### config.mk
export PLATFORM = sky130hd
export DESIGN_NAME = priority_ready_queue_top
export DESIGN_NICKNAME = d
export VERILOG_FILES = /design/src/hw/rtl/prq_pkg.sv /design/src/hw/rtl/prq_ram.sv /design/src/hw/rtl/priority_ready_queue_top.sv
export VERILOG_INCLUDE_DIRS = /design/src /design/src/hw/rtl
export SDC_FILE = /design/constraint.sdc
export NUM_CORES = 1
export LEC_CHECK = 0
export BUFFER_PORTS_ARGS = -buffer_cell sky130_fd_sc_hd__buf_2
export CAP_MARGIN = 20
export CORE_MARGIN = 4
export CORE_UTILIZATION = 56
export CTS_CLUSTER_SIZE = 8
export DETAILED_ROUTE_END_ITERATION = 6
export HOLD_SLACK_MARGIN = 0.15
export PLACE_DENSITY_LB_ADDON = 0.2
export SETUP_SLACK_MARGIN = 0.02
export SYNTH_ARGS = -nofsm -noshare
export SYNTH_HDL_FRONTEND = slang
export SYNTH_SLANG_ARGS = --single-unit
### constraint.sdc
create_clock -name clock -period 3.61 [get_ports clock]
set_input_delay 0.5415 -clock clock [delete_from_list [all_inputs] [get_ports clock]]
set_output_delay 0.5415 -clock clock [all_outputs]
set_load 0.01 [all_outputs]
### src/hw/rtl/priority_ready_queue_top_defines.svh
// Assertion macros for the priority ready queue.
`ifndef PRIORITY_READY_QUEUE_TOP_DEFINES_SVH
`define PRIORITY_READY_QUEUE_TOP_DEFINES_SVH

`ifndef ASSERT_OFF
`define PRQ_ASSERT(name, clk, rst, prop, msg) \
   name: assert property (@(posedge clk) disable iff (rst) prop) else $error(msg);
`define PRQ_ASSERT_ALWAYS(name, clk, prop, msg) \
   name: assert property (@(posedge clk) prop) else $error(msg);
`else
`define PRQ_ASSERT(name, clk, rst, prop, msg)
`define PRQ_ASSERT_ALWAYS(name, clk, prop, msg)
`endif

`endif

### src/hw/rtl/prq_pkg.sv
// Shared types and constants of the priority ready queue.
package prq_pkg;

   localparam int DEFAULT_CAPACITY = 16;

   localparam int OPCODE_W = 2;
   localparam int TID_W    = 8;
   localparam int PRIO_W   = 4;
   localparam int STATUS_W = 2;
   localparam int ENTRY_W  = TID_W + PRIO_W;

   localparam logic [OPCODE_W-1:0] OP_INSERT = 2'd0;
   localparam logic [OPCODE_W-1:0] OP_POP    = 2'd1;
   localparam logic [OPCODE_W-1:0] OP_QUERY  = 2'd2;

   localparam logic [STATUS_W-1:0] STATUS_OK    = 2'd0;
   localparam logic [STATUS_W-1:0] STATUS_EMPTY = 2'd1;
   localparam logic [STATUS_W-1:0] STATUS_FULL  = 2'd2;

   typedef enum logic [2:0] {
      ST_IDLE,
      ST_INS_READ,
      ST_INS_CHECK,
      ST_INS_PLACE,
      ST_POP_DATA,
      ST_QRY_READ,
      ST_QRY_CHECK,
      ST_FINISH
   } state_type;

endpackage

### src/hw/rtl/prq_ram.sv
// Generic single-write, single-read RAM with registered read data.
module prq_ram #(
   parameter int WIDTH = 8,
   parameter int DEPTH = 16
) (
   input  logic                     clock,
   input  logic                     wr_en,
   input  logic [$clog2(DEPTH)-1:0] wr_addr,
   input  logic [WIDTH-1:0]         wr_data,
   input  logic                     rd_en,
   input  logic [$clog2(DEPTH)-1:0] rd_addr,
   output logic [WIDTH-1:0]         rd_data
);

   logic [WIDTH-1:0] mem_ff [DEPTH];
   logic [WIDTH-1:0] rd_data_ff;

   always_ff @(posedge clock) begin
      if (wr_en) begin
         mem_ff[wr_addr] <= wr_data;
      end
      if (rd_en) begin
         rd_data_ff <= mem_ff[rd_addr];
      end
   end

   assign rd_data = rd_data_ff;

endmodule

### src/hw/rtl/priority_ready_queue_top.sv
// Top level of the priority ready queue: sequencer, ring pointers and result register.
// Full insert, empty pop, empty query and unused opcode go straight to FINISH; pop
// reads the head slot; query checks each entry scanned; insert shifts larger ones up.
// Throughput: one item at a time; FINISH holds while the previous result awaits rsp_tready.
// Reset: synchronous, active high; empties the queue and drops any held result.
// Entry storage is not cleared; only slots below the occupancy are read.
`include "priority_ready_queue_top_defines.svh"

module priority_ready_queue_top
   import prq_pkg::*;
#(
   parameter int CAPACITY = DEFAULT_CAPACITY
) (
   input  logic        clock,
   input  logic        reset,
   input  logic        req_tvalid,
   output logic        req_tready,
   // opcode[1:0], item_tid[9:2], item_prio[13:10], zero[15:14]
   input  logic [15:0] req_tdata,
   output logic        rsp_tvalid,
   input  logic        rsp_tready,
   // status[1:0], found[2], out_tid[10:3], out_prio[14:11], zero[15]
   output logic [15:0] rsp_tdata
);

   localparam int AW = $clog2(CAPACITY);
   localparam int OW = $clog2(CAPACITY + 1);
   localparam logic [AW:0]   CAP_WRAP = (AW+1)'(CAPACITY);
   localparam logic [OW-1:0] CAP_OCC  = OW'(CAPACITY);

   state_type state_ff, state_in;

   logic [AW-1:0] head_ff, head_in;
   logic [OW-1:0] occ_ff, occ_in;
   logic [AW-1:0] idx_ff, idx_in;

   logic [TID_W-1:0]  tid_ff, tid_in;
   logic [PRIO_W-1:0] prio_ff, prio_in;

   logic [STATUS_W-1:0] res_status_ff, res_status_in;
   logic                res_found_ff, res_found_in;
   logic [TID_W-1:0]    res_tid_ff, res_tid_in;
   logic [PRIO_W-1:0]   res_prio_ff, res_prio_in;

   logic                rsp_valid_ff, rsp_valid_in;
   logic [STATUS_W-1:0] rsp_status_ff, rsp_status_in;
   logic                rsp_found_ff, rsp_found_in;
   logic [TID_W-1:0]    rsp_tid_ff, rsp_tid_in;
   logic [PRIO_W-1:0]   rsp_prio_ff, rsp_prio_in;

   logic [OPCODE_W-1:0] req_opcode;
   logic [TID_W-1:0]    req_tid;
   logic [PRIO_W-1:0]   req_prio;
   logic                req_fire;

   logic               rd_en, wr_en;
   logic [AW-1:0]      rd_off, wr_off;
   logic [ENTRY_W-1:0] wr_data, rd_data;
   logic [TID_W-1:0]   rd_tid;
   logic [PRIO_W-1:0]  rd_prio;

   function automatic logic [AW-1:0] ring_addr(input logic [AW-1:0] base,
                                               input logic [AW-1:0] off);
      logic [AW:0] sum;
      sum = {1'b0, base} + {1'b0, off};
      if (sum >= CAP_WRAP) begin
         sum = sum - CAP_WRAP;
      end
      return sum[AW-1:0];
   endfunction

   assign req_opcode = req_tdata[1:0];
   assign req_tid    = req_tdata[9:2];
   assign req_prio   = req_tdata[13:10];

   assign req_tready = (state_ff == ST_IDLE);
   assign req_fire   = req_tvalid && req_tready;

   assign rd_tid  = rd_data[ENTRY_W-1:PRIO_W];
   assign rd_prio = rd_data[PRIO_W-1:0];

   prq_ram #(
      .WIDTH(ENTRY_W),
      .DEPTH(CAPACITY)
   ) u_slots (
      .clock  (clock),
      .wr_en  (wr_en),
      .wr_addr(ring_addr(head_ff, wr_off)),
      .wr_data(wr_data),
      .rd_en  (rd_en),
      .rd_addr(ring_addr(head_ff, rd_off)),
      .rd_data(rd_data)
   );

   always_ff @(posedge clock) begin
      if (reset) begin
         state_ff     <= ST_IDLE;
         head_ff      <= '0;
         occ_ff       <= '0;
         rsp_valid_ff <= 1'b0;
      end else begin
         state_ff     <= state_in;
         head_ff      <= head_in;
         occ_ff       <= occ_in;
         rsp_valid_ff <= rsp_valid_in;
      end
   end

   always_ff @(posedge clock) begin
      idx_ff        <= idx_in;
      tid_ff        <= tid_in;
      prio_ff       <= prio_in;
      res_status_ff <= res_status_in;
      res_found_ff  <= res_found_in;
      res_tid_ff    <= res_tid_in;
      res_prio_ff   <= res_prio_in;
      rsp_status_ff <= rsp_status_in;
      rsp_found_ff  <= rsp_found_in;
      rsp_tid_ff    <= rsp_tid_in;
      rsp_prio_ff   <= rsp_prio_in;
   end

   always_comb begin
      state_in      = state_ff;
      head_in       = head_ff;
      occ_in        = occ_ff;
      idx_in        = idx_ff;
      tid_in        = tid_ff;
      prio_in       = prio_ff;
      res_status_in = res_status_ff;
      res_found_in  = res_found_ff;
      res_tid_in    = res_tid_ff;
      res_prio_in   = res_prio_ff;
      rsp_valid_in  = rsp_valid_ff && !rsp_tready;
      rsp_status_in = rsp_status_ff;
      rsp_found_in  = rsp_found_ff;
      rsp_tid_in    = rsp_tid_ff;
      rsp_prio_in   = rsp_prio_ff;
      rd_en         = 1'b0;
      rd_off        = '0;
      wr_en         = 1'b0;
      wr_off        = idx_ff;
      wr_data       = {tid_ff, prio_ff};

      case (state_ff)
         ST_IDLE: begin
            if (req_fire) begin
               tid_in        = req_tid;
               prio_in       = req_prio;
               res_status_in = STATUS_OK;
               res_found_in  = 1'b0;
               res_tid_in    = '0;
               res_prio_in   = '0;
               idx_in        = '0;
               state_in      = ST_FINISH;
               case (req_opcode)
                  OP_INSERT: begin
                     if (occ_ff == CAP_OCC) begin
                        res_status_in = STATUS_FULL;
                     end else if (occ_ff == '0) begin
                        state_in = ST_INS_PLACE;
                     end else begin
                        idx_in   = occ_ff[AW-1:0];
                        state_in = ST_INS_READ;
                     end
                  end
                  OP_POP: begin
                     if (occ_ff == '0) begin
                        res_status_in = STATUS_EMPTY;
                     end else begin
                        rd_en    = 1'b1;
                        state_in = ST_POP_DATA;
                     end
                  end
                  OP_QUERY: begin
                     if (occ_ff != '0) begin
                        state_in = ST_QRY_READ;
                     end
                  end
                  default: begin
                     state_in = ST_FINISH;
                  end
               endcase
            end
         end
         ST_INS_READ: begin
            rd_en    = 1'b1;
            rd_off   = idx_ff - AW'(1);
            state_in = ST_INS_CHECK;
         end
         ST_INS_CHECK: begin
            wr_en = 1'b1;
            if (rd_prio > prio_ff) begin
               wr_data = rd_data;
               idx_in  = idx_ff - AW'(1);
               if (idx_ff == AW'(1)) begin
                  state_in = ST_INS_PLACE;
               end else begin
                  state_in = ST_INS_READ;
               end
            end else begin
               occ_in   = occ_ff + OW'(1);
               state_in = ST_FINISH;
            end
         end
         ST_INS_PLACE: begin
            wr_en    = 1'b1;
            occ_in   = occ_ff + OW'(1);
            state_in = ST_FINISH;
         end
         ST_POP_DATA: begin
            res_tid_in  = rd_tid;
            res_prio_in = rd_prio;
            head_in     = ring_addr(head_ff, AW'(1));
            occ_in      = occ_ff - OW'(1);
            state_in    = ST_FINISH;
         end
         ST_QRY_READ: begin
            rd_en    = 1'b1;
            rd_off   = idx_ff;
            state_in = ST_QRY_CHECK;
         end
         ST_QRY_CHECK: begin
            if (rd_tid == tid_ff) begin
               res_found_in = 1'b1;
               state_in     = ST_FINISH;
            end else if ((OW'(idx_ff) + OW'(1)) == occ_ff) begin
               state_in = ST_FINISH;
            end else begin
               idx_in   = idx_ff + AW'(1);
               state_in = ST_QRY_READ;
            end
         end
         ST_FINISH: begin
            if (!rsp_valid_ff || rsp_tready) begin
               rsp_valid_in  = 1'b1;
               rsp_status_in = res_status_ff;
               rsp_found_in  = res_found_ff;
               rsp_tid_in    = res_tid_ff;
               rsp_prio_in   = res_prio_ff;
               state_in      = ST_IDLE;
            end
         end
         default: begin
            state_in = ST_IDLE;
         end
      endcase
   end

   assign rsp_tvalid = rsp_valid_ff;
   assign rsp_tdata  = {1'b0, rsp_prio_ff, rsp_tid_ff, rsp_found_ff, rsp_status_ff};

   `PRQ_ASSERT(a_occ_bound, clock, reset, occ_ff <= CAP_OCC, "occupancy above capacity")
   `PRQ_ASSERT(a_full_reject, clock, reset,
      (req_fire && req_opcode == OP_INSERT && occ_ff == CAP_OCC)
         |=> (res_status_ff == STATUS_FULL && $stable(occ_ff)),
      "insert into full queue not rejected")
   `PRQ_ASSERT(a_empty_pop, clock, reset,
      (req_fire && req_opcode == OP_POP && occ_ff == '0)
         |=> (res_status_ff == STATUS_EMPTY && state_ff == ST_FINISH),
      "pop of empty queue not reported")
   `PRQ_ASSERT(a_occ_change, clock, reset,
      !$stable(occ_ff) |-> ($past(state_ff) == ST_INS_CHECK
         || $past(state_ff) == ST_INS_PLACE || $past(state_ff) == ST_POP_DATA),
      "occupancy changed outside insert or pop")
   `PRQ_ASSERT_ALWAYS(a_reset_idle, clock,
      reset |=> (state_ff == ST_IDLE && occ_ff == '0 && !rsp_valid_ff),
      "reset did not empty the queue")

endmodule

-- Word level (Yosys, flattened, before mapping)
Memory sizes are Yosys's and may differ from the RTL's. A register that Yosys moved wholly into a read port is not among the register bits.
Cells that the tools add are included.
- muxes and demuxes: 47
- reduce and logical (&&, ||, !) cells: 23
- add/sub/neg operators: 11
- eq/ne operators: 20
- order comparisons: 4
- operators by type and width (kind ; count):
    $mux W4 ; 11
    $mux W12 ; 2
    $pmux W3 S7 ; 1
    $pmux W4 S2 ; 2
    $pmux W8 S2 ; 1
    $sub A4 B1 Y4 const B ; 4
    $ge A5 B5 Y1 const B ; 3
    $pmux W5 S3 ; 1
    $mux W2 ; 7
    $eq A3 B3 Y1 const B ; 4
    $mux W3 ; 4
    $ne A2 B2 Y1 const B ; 6
    $pmux W4 S3 ; 1
    $mux W1 ; 11
    $add A4 B1 Y5 const B ; 2
    $add A4 B4 Y5 ; 2
    $reduce_and A2 Y1 ; 5
    $pmux W3 S3 ; 1
    $eq A8 B8 Y1 ; 1
    $mux W8 ; 1
    $eq A3 B2 Y1 const B ; 2
    $reduce_bool A3 Y1 ; 2
    $reduce_or A2 Y1 ; 3
    $add A5 B1 Y5 const B ; 1
    other kinds (23) ; 27
- input bits: 20
- RAM bits: 192
- logic and storage cells: 121
- memories: 1
- register bits after elaboration: 59
- output and inout port bits: 18
- memory list (name ; words ; width ; read ports ; clocked after Yosys merged registers in ; write ports ; line ; text):
    u_slots.mem_ff ; 16 ; 12 ; 1 ; 1 ; 1 ; prq_ram.sv:15 ; logic [WIDTH-1:0] mem_ff [DEPTH];

-- Longest topological paths before layout
- depth in word-level cells: 6
- depth in mapped cells: 12
- gate-level depth less buffers: 11

-- Hierarchy
From an unflattened synthesis, not the netlist that was laid out.
- cells, all modules: 612
- area total of the unflattened synthesis: 10965.5 µm²
- modules (own cells, without submodules) (module ; cells an instance ; sequential area each (µm²) ; instances ; area each (µm²)):
    prq_ram ; 329 ; 6125.9 ; 1 ; 7719.9
    priority_ready_queue_top ; 283 ; 1641.6 ; 1 ; 3245.6

-- Worst setup path before layout
OpenSTA, ideal clock, no wires.
- kind: register to register
- start: register idx_ff[0]
- end: register u_slots.rd_data_ff[10] (netlist: u_slots.rd_data[10]), read port of u_slots.mem_ff (data pin)
- setup time: 0.273 ns
- path slack: 0.172 ns
- data arrival time: 3.164 ns
- period minus slack after synthesis: 3.438 ns
- cell stages (with the launch flop): 11
- cells stage by stage: edfxtp_1 > inv_1 > ha_1 > nor2_1 > a21oi_1 > nor2_1 > fa_1 > clkbuf_1 > clkbuf_1 > mux4_2 > mux4_1
- word-level cells in the longest chain between the ends: 5
- elaborated cells on any way between the ends: 6
- those cells by class: add/sub (3); order compare (1); mux (2)
- ends and longest elaborated chain (what ; line ; text):
    start: declaration ; priority_ready_queue_top.sv:35 ; logic [AW-1:0] idx_ff, idx_in;
    start signal: assignment ; priority_ready_queue_top.sv:110 ; idx_ff <= idx_in;
    $sub A4 B1 Y4 ; priority_ready_queue_top.sv:188 ; rd_off = idx_ff - AW'(1);
    $pmux W4 S2 (*) ; priority_ready_queue_top.sv:145 ; case (state_ff)
    $add A4 B4 Y5 (*) ; priority_ready_queue_top.sv:65 ; sum = {1'b0, base} + {1'b0, off};
    $sub A4 B1 Y4 or $ge A5 B5 Y1 (tied branches) ; priority_ready_queue_top.sv:67, priority_ready_queue_top.sv:66 ;
    $mux W4 (*) ; priority_ready_queue_top.sv:66 ; if (sum >= CAP_WRAP) begin
    end: declaration ; prq_ram.sv:16 ; logic [WIDTH-1:0] rd_data_ff;
Mark *: on every way between the ends. The rest lies on a longest branch, timed or not.
A chain may end at the register's enable or synchronous reset.

-- Worst setup path after layout
- start: register idx_ff[1]
- end: register u_slots.rd_data_ff[4] (netlist: u_slots.rd_data[4]), read port of u_slots.mem_ff (data pin)
Same word-level chain as after synthesis.

==> key figures <==
Timing
  – TNS Setup: 0 ns
  – Fmax: 0.318 GHz
  – Clock skew: 0.0113 ns
  – Unrepaired setup endpoints after global routing: false
  – Min Clock Period, post-route: ~3.1 ns
  – Worst Hold Margin: around 0.21 ns
  – Relative slew margins: 60.1%
  – Crit share post-route: 87.2%
  – Worst slew pin tran: approximately 0.6 ns
  – Max Slew Vio Count: 0
  – # setup viols final: 0
  – Final hold vios: 0

Synthesis
  – Average size of a mapped cell: roughly 19 um^2
  – Register area share after synthesis: 70.9%
  – Predominant post-synthesis flop cell: edfxtp_1
  – Synth top area share: between 60% and 70%
  – Yosys top cell by area: edfxtp_1
  – Synth Warn #: 0
  – Post-Synth Adder-Cell Area: 2.95%
  – Post-Syn Nets: 630
  – Synth Area in Simple Gates: 4.75%
  – Mux contribution to synthesized area: between 10 and 15%
  – XOR/XNOR share of the synthesized area: roughly 2.6%
  – Top cells by area, synth: edfxtp_1 (69%), mux4_2 (10%), ha_1 (2.4%)
  – Async set or reset register ratio after synthesis: 0%
  – Post-synth top cells: edfxtp_1 (250), mux4_2 (50), nor2_1 (31)
  – Compound-Gate Fraction of Synth Area: roughly 3%
  – EDFF count, synth: 250
  – Cells after Synth: just under 600
  – Post-synth cell types: 48
  – Largest family of logic cells by synthesized area: multiplexers
  – Seq cells post-synth: 263
  – Count leader, synth: edfxtp_1
  – Post-Syn Area: 0.0109 mm^2

Clocking
  – CTS H-Tree Depth: 2
  – Cells resized by post-CTS repair: 0
  – CTS root buffer: clkbuf_16
  – Clock Latency Late Sink: 0.50 ns
  – CTS tree: yes
  – CTS Sinks: around 260
  – Max clock buf depth: 3
  – CTS Buf Count: 38
  – Clock-pin slew on the worst setup and hold paths: roughly 0.050 ns
  – Total setup buffers inserted after CTS: 0
  – Hold buffer count at cts: 0

Power
  – Total design power: 0.0110 W
  – LEAKAGE: roughly 4.4 nW
  – Maximum vdd drop: roughly 500 uV
  – Switching part of the total: 30.1%
  – Sequential Power Share: roughly 40%
  – Clock power frac: roughly 28%
  – Power Internal: 0.00770 W
  – Psw: around 0.0033 W
  – Comb power frac: a little under a third
  – Power density over the cells: about 900 mW/mm^2

Routing
  – Initial DRC Count: approximately 480
  – TritonRoute pass-1 iters: 4
  – Post-DRT Antenna Nets: 0
  – DRC: 0
  – Routed vias: around 5600
  – DR WL/cell: 23.4 um
  – Final WL: about 22 mm
  – Vias per Instance: 5.98

Worst setup path
  – CP Depth: 9
  – Crit-path max FO: 48
  – Slowest CP cell: mux4_1
  – Kind of critical path: flip-flop to flip-flop
  – Worst R2R Path Depth: 9
  – Crit path top cell by count: nor2_1
  – Worst path buffer plus inverter count: 2
  – CP arrival: around 3.4 ns
  – Crit. End Element: flip-flop
  – R2r setup slk: approximately 0.46 ns
  – Crit path largest cell delay: approximately 0.58 ns
  – CP delay by family, top: multiplexers
  – Worst Path Required: approximately 3.8 ns
  – Setup crit start kind: flip-flop
  – Cells along the critical path: inv_1, ha_1, nor2_1, a21oi_1, nor2_1, fa_2, buf_12, mux4_2, mux4_1

Floorplan
  – Die width: roughly 150 um
  – Die height: 148 um
  – Core area: between 0.015 and 0.02 mm^2
  – Total I/O pin count: 38
  – Row cnt: 50
  – Initial cell density of the core: between 50 and 60%
  – Die area: 0.0219 mm^2

Place
  – Port Buffers: 34
  – Half-perimeter wire length after placement: between 10 and 15 mm
  – RD Place Congestion: between 0.8 and 0.9

GRT
  – First-pass GRT wire length: around 34 mm
  – Total Routing Usage GR: between 20% and 30%
  – Vias in the first global route: between 5000 and 6000
  – Antenna violations before repair: 0
  – Overflow after GRT: 0
  – Largest net degree at the start of global routing: 49

Cells and area
  – Diode count: 0
  – Nets: between 700 and 800
  – Share of layout cells above drive strength 1: approximately a quarter
  – Synth-to-Final Area Change: 15.0%

Outcome
  – Status: finished clean

Run
  – Max capacitance violation total: 0

Hold path
  – WHS Path Cells: 1
  – Hold crit path type: primary input to flip-flop
-- worst paths after layout --
kind                                       end                   startpoint
hold / removal             tid_ff[3]$_DFFE_PP_                 req_tdata[5]
hold reg to reg        rsp_tid_ff[0]$_DFFE_PP_  res_tid_ff[0]$_SDFFCE_PN0P_
setup reg to reg  u_slots.rd_data[4]$_DFFE_PP_          idx_ff[1]$_DFFE_PP_
setup / recovery  u_slots.rd_data[4]$_DFFE_PP_          idx_ff[1]$_DFFE_PP_
-- stage by stage --
stage	instances	util, %	instance area (um^2)	worst slack (ns)
after floorplan	586	-	10900	0.172
after global placement	883	60.9	11600	0.501
after detailed placement	883	60.9	11600	0.484
after CTS	934	66.4	12600	0.457
after global routing	934	66.4	12600	0.316
final	934	66.4	12600	0.461
-- cells by family (layout without fill, tap and decap cells) --
logic type,Yosys count,after routing
muxes,72,72
AOI/OAI and AO/OA,50,50
and+or+nand+nor,103,103
other,1,1
adders and majority gates,24,24
xor gates and xnor gates,33,33
buffers and inverters,40,128
DFF,263,263
-- flip-flops by register name (all words and copies together), names as in the netlist --
name	cells
head_ff	4
idx_ff	4
occ_ff	5
prio_ff	4
res_found_ff	1
res_prio_ff	4
res_status_ff	2
res_tid_ff	8
rsp_found_ff	1
rsp_prio_ff	4
rsp_status_ff	2
rsp_tid_ff	8
rsp_tvalid	1
state_ff	3
tid_ff	8
u_slots.mem_ff	192
u_slots.rd_data	12
-- cells in the final DEF (no fill, tap or decap), drive strengths merged, types with 4 or more instances in the layout --
cell type | Yosys | final
nand2 | 21 | 21
ha | 21 | 21
and3 | 15 | 15
a21o | 5 | 5
dfxtp | 13 | 13
a21oi | 22 | 22
xnor2 | 15 | 15
mux4 | 60 | 60
nor2b | 5 | 5
mux2 | 12 | 12
edfxtp | 250 | 250
nor4 | 4 | 4
o21ai | 9 | 9
nand3 | 9 | 9
buf | 14 | 62
inv | 15 | 17
xor2 | 18 | 18
clkbuf | 11 | 49
nor2 | 33 | 33
-- final cells by class --
class / instances / area, um^2
Tap cell: 260 / 325
Multi-Input combinational cell: 283 / 3000
Timing Repair Buffer: 62 / 405
Fill cell: 1260 / 6360
Inverter: 15 / 56.3
Sequential cell: 263 / 7770
Clock inverter: 2 / 28.8
Clock buffer: 49 / 1010
-- layer usage --
metal	vias to the layer above	global-route usage [%]	part of all wire, %
met3	37	3.71	5.5
li1	2488	-	-
met4	0	5.82	2.1
met1	2882	28.1	42
met5	-	0	0
met2	178	34.7	50
-- power groups by stage --
| stage | clock, W | sequential (W) | combinational, W |
|---|---|---|---|
| after floorplan | 0 | 0.00439 | 0.00267 |
| after global placement | 0 | 0.00446 | 0.00336 |
| after detailed placement | 0 | 0.00449 | 0.00347 |
| after CTS | 0.00320 | 0.00444 | 0.00349 |
| after global routing | 0.00335 | 0.00448 | 0.00377 |
| final | 0.00313 | 0.00445 | 0.00345 |
Note: power is estimated with default switching activity, not from simulation.
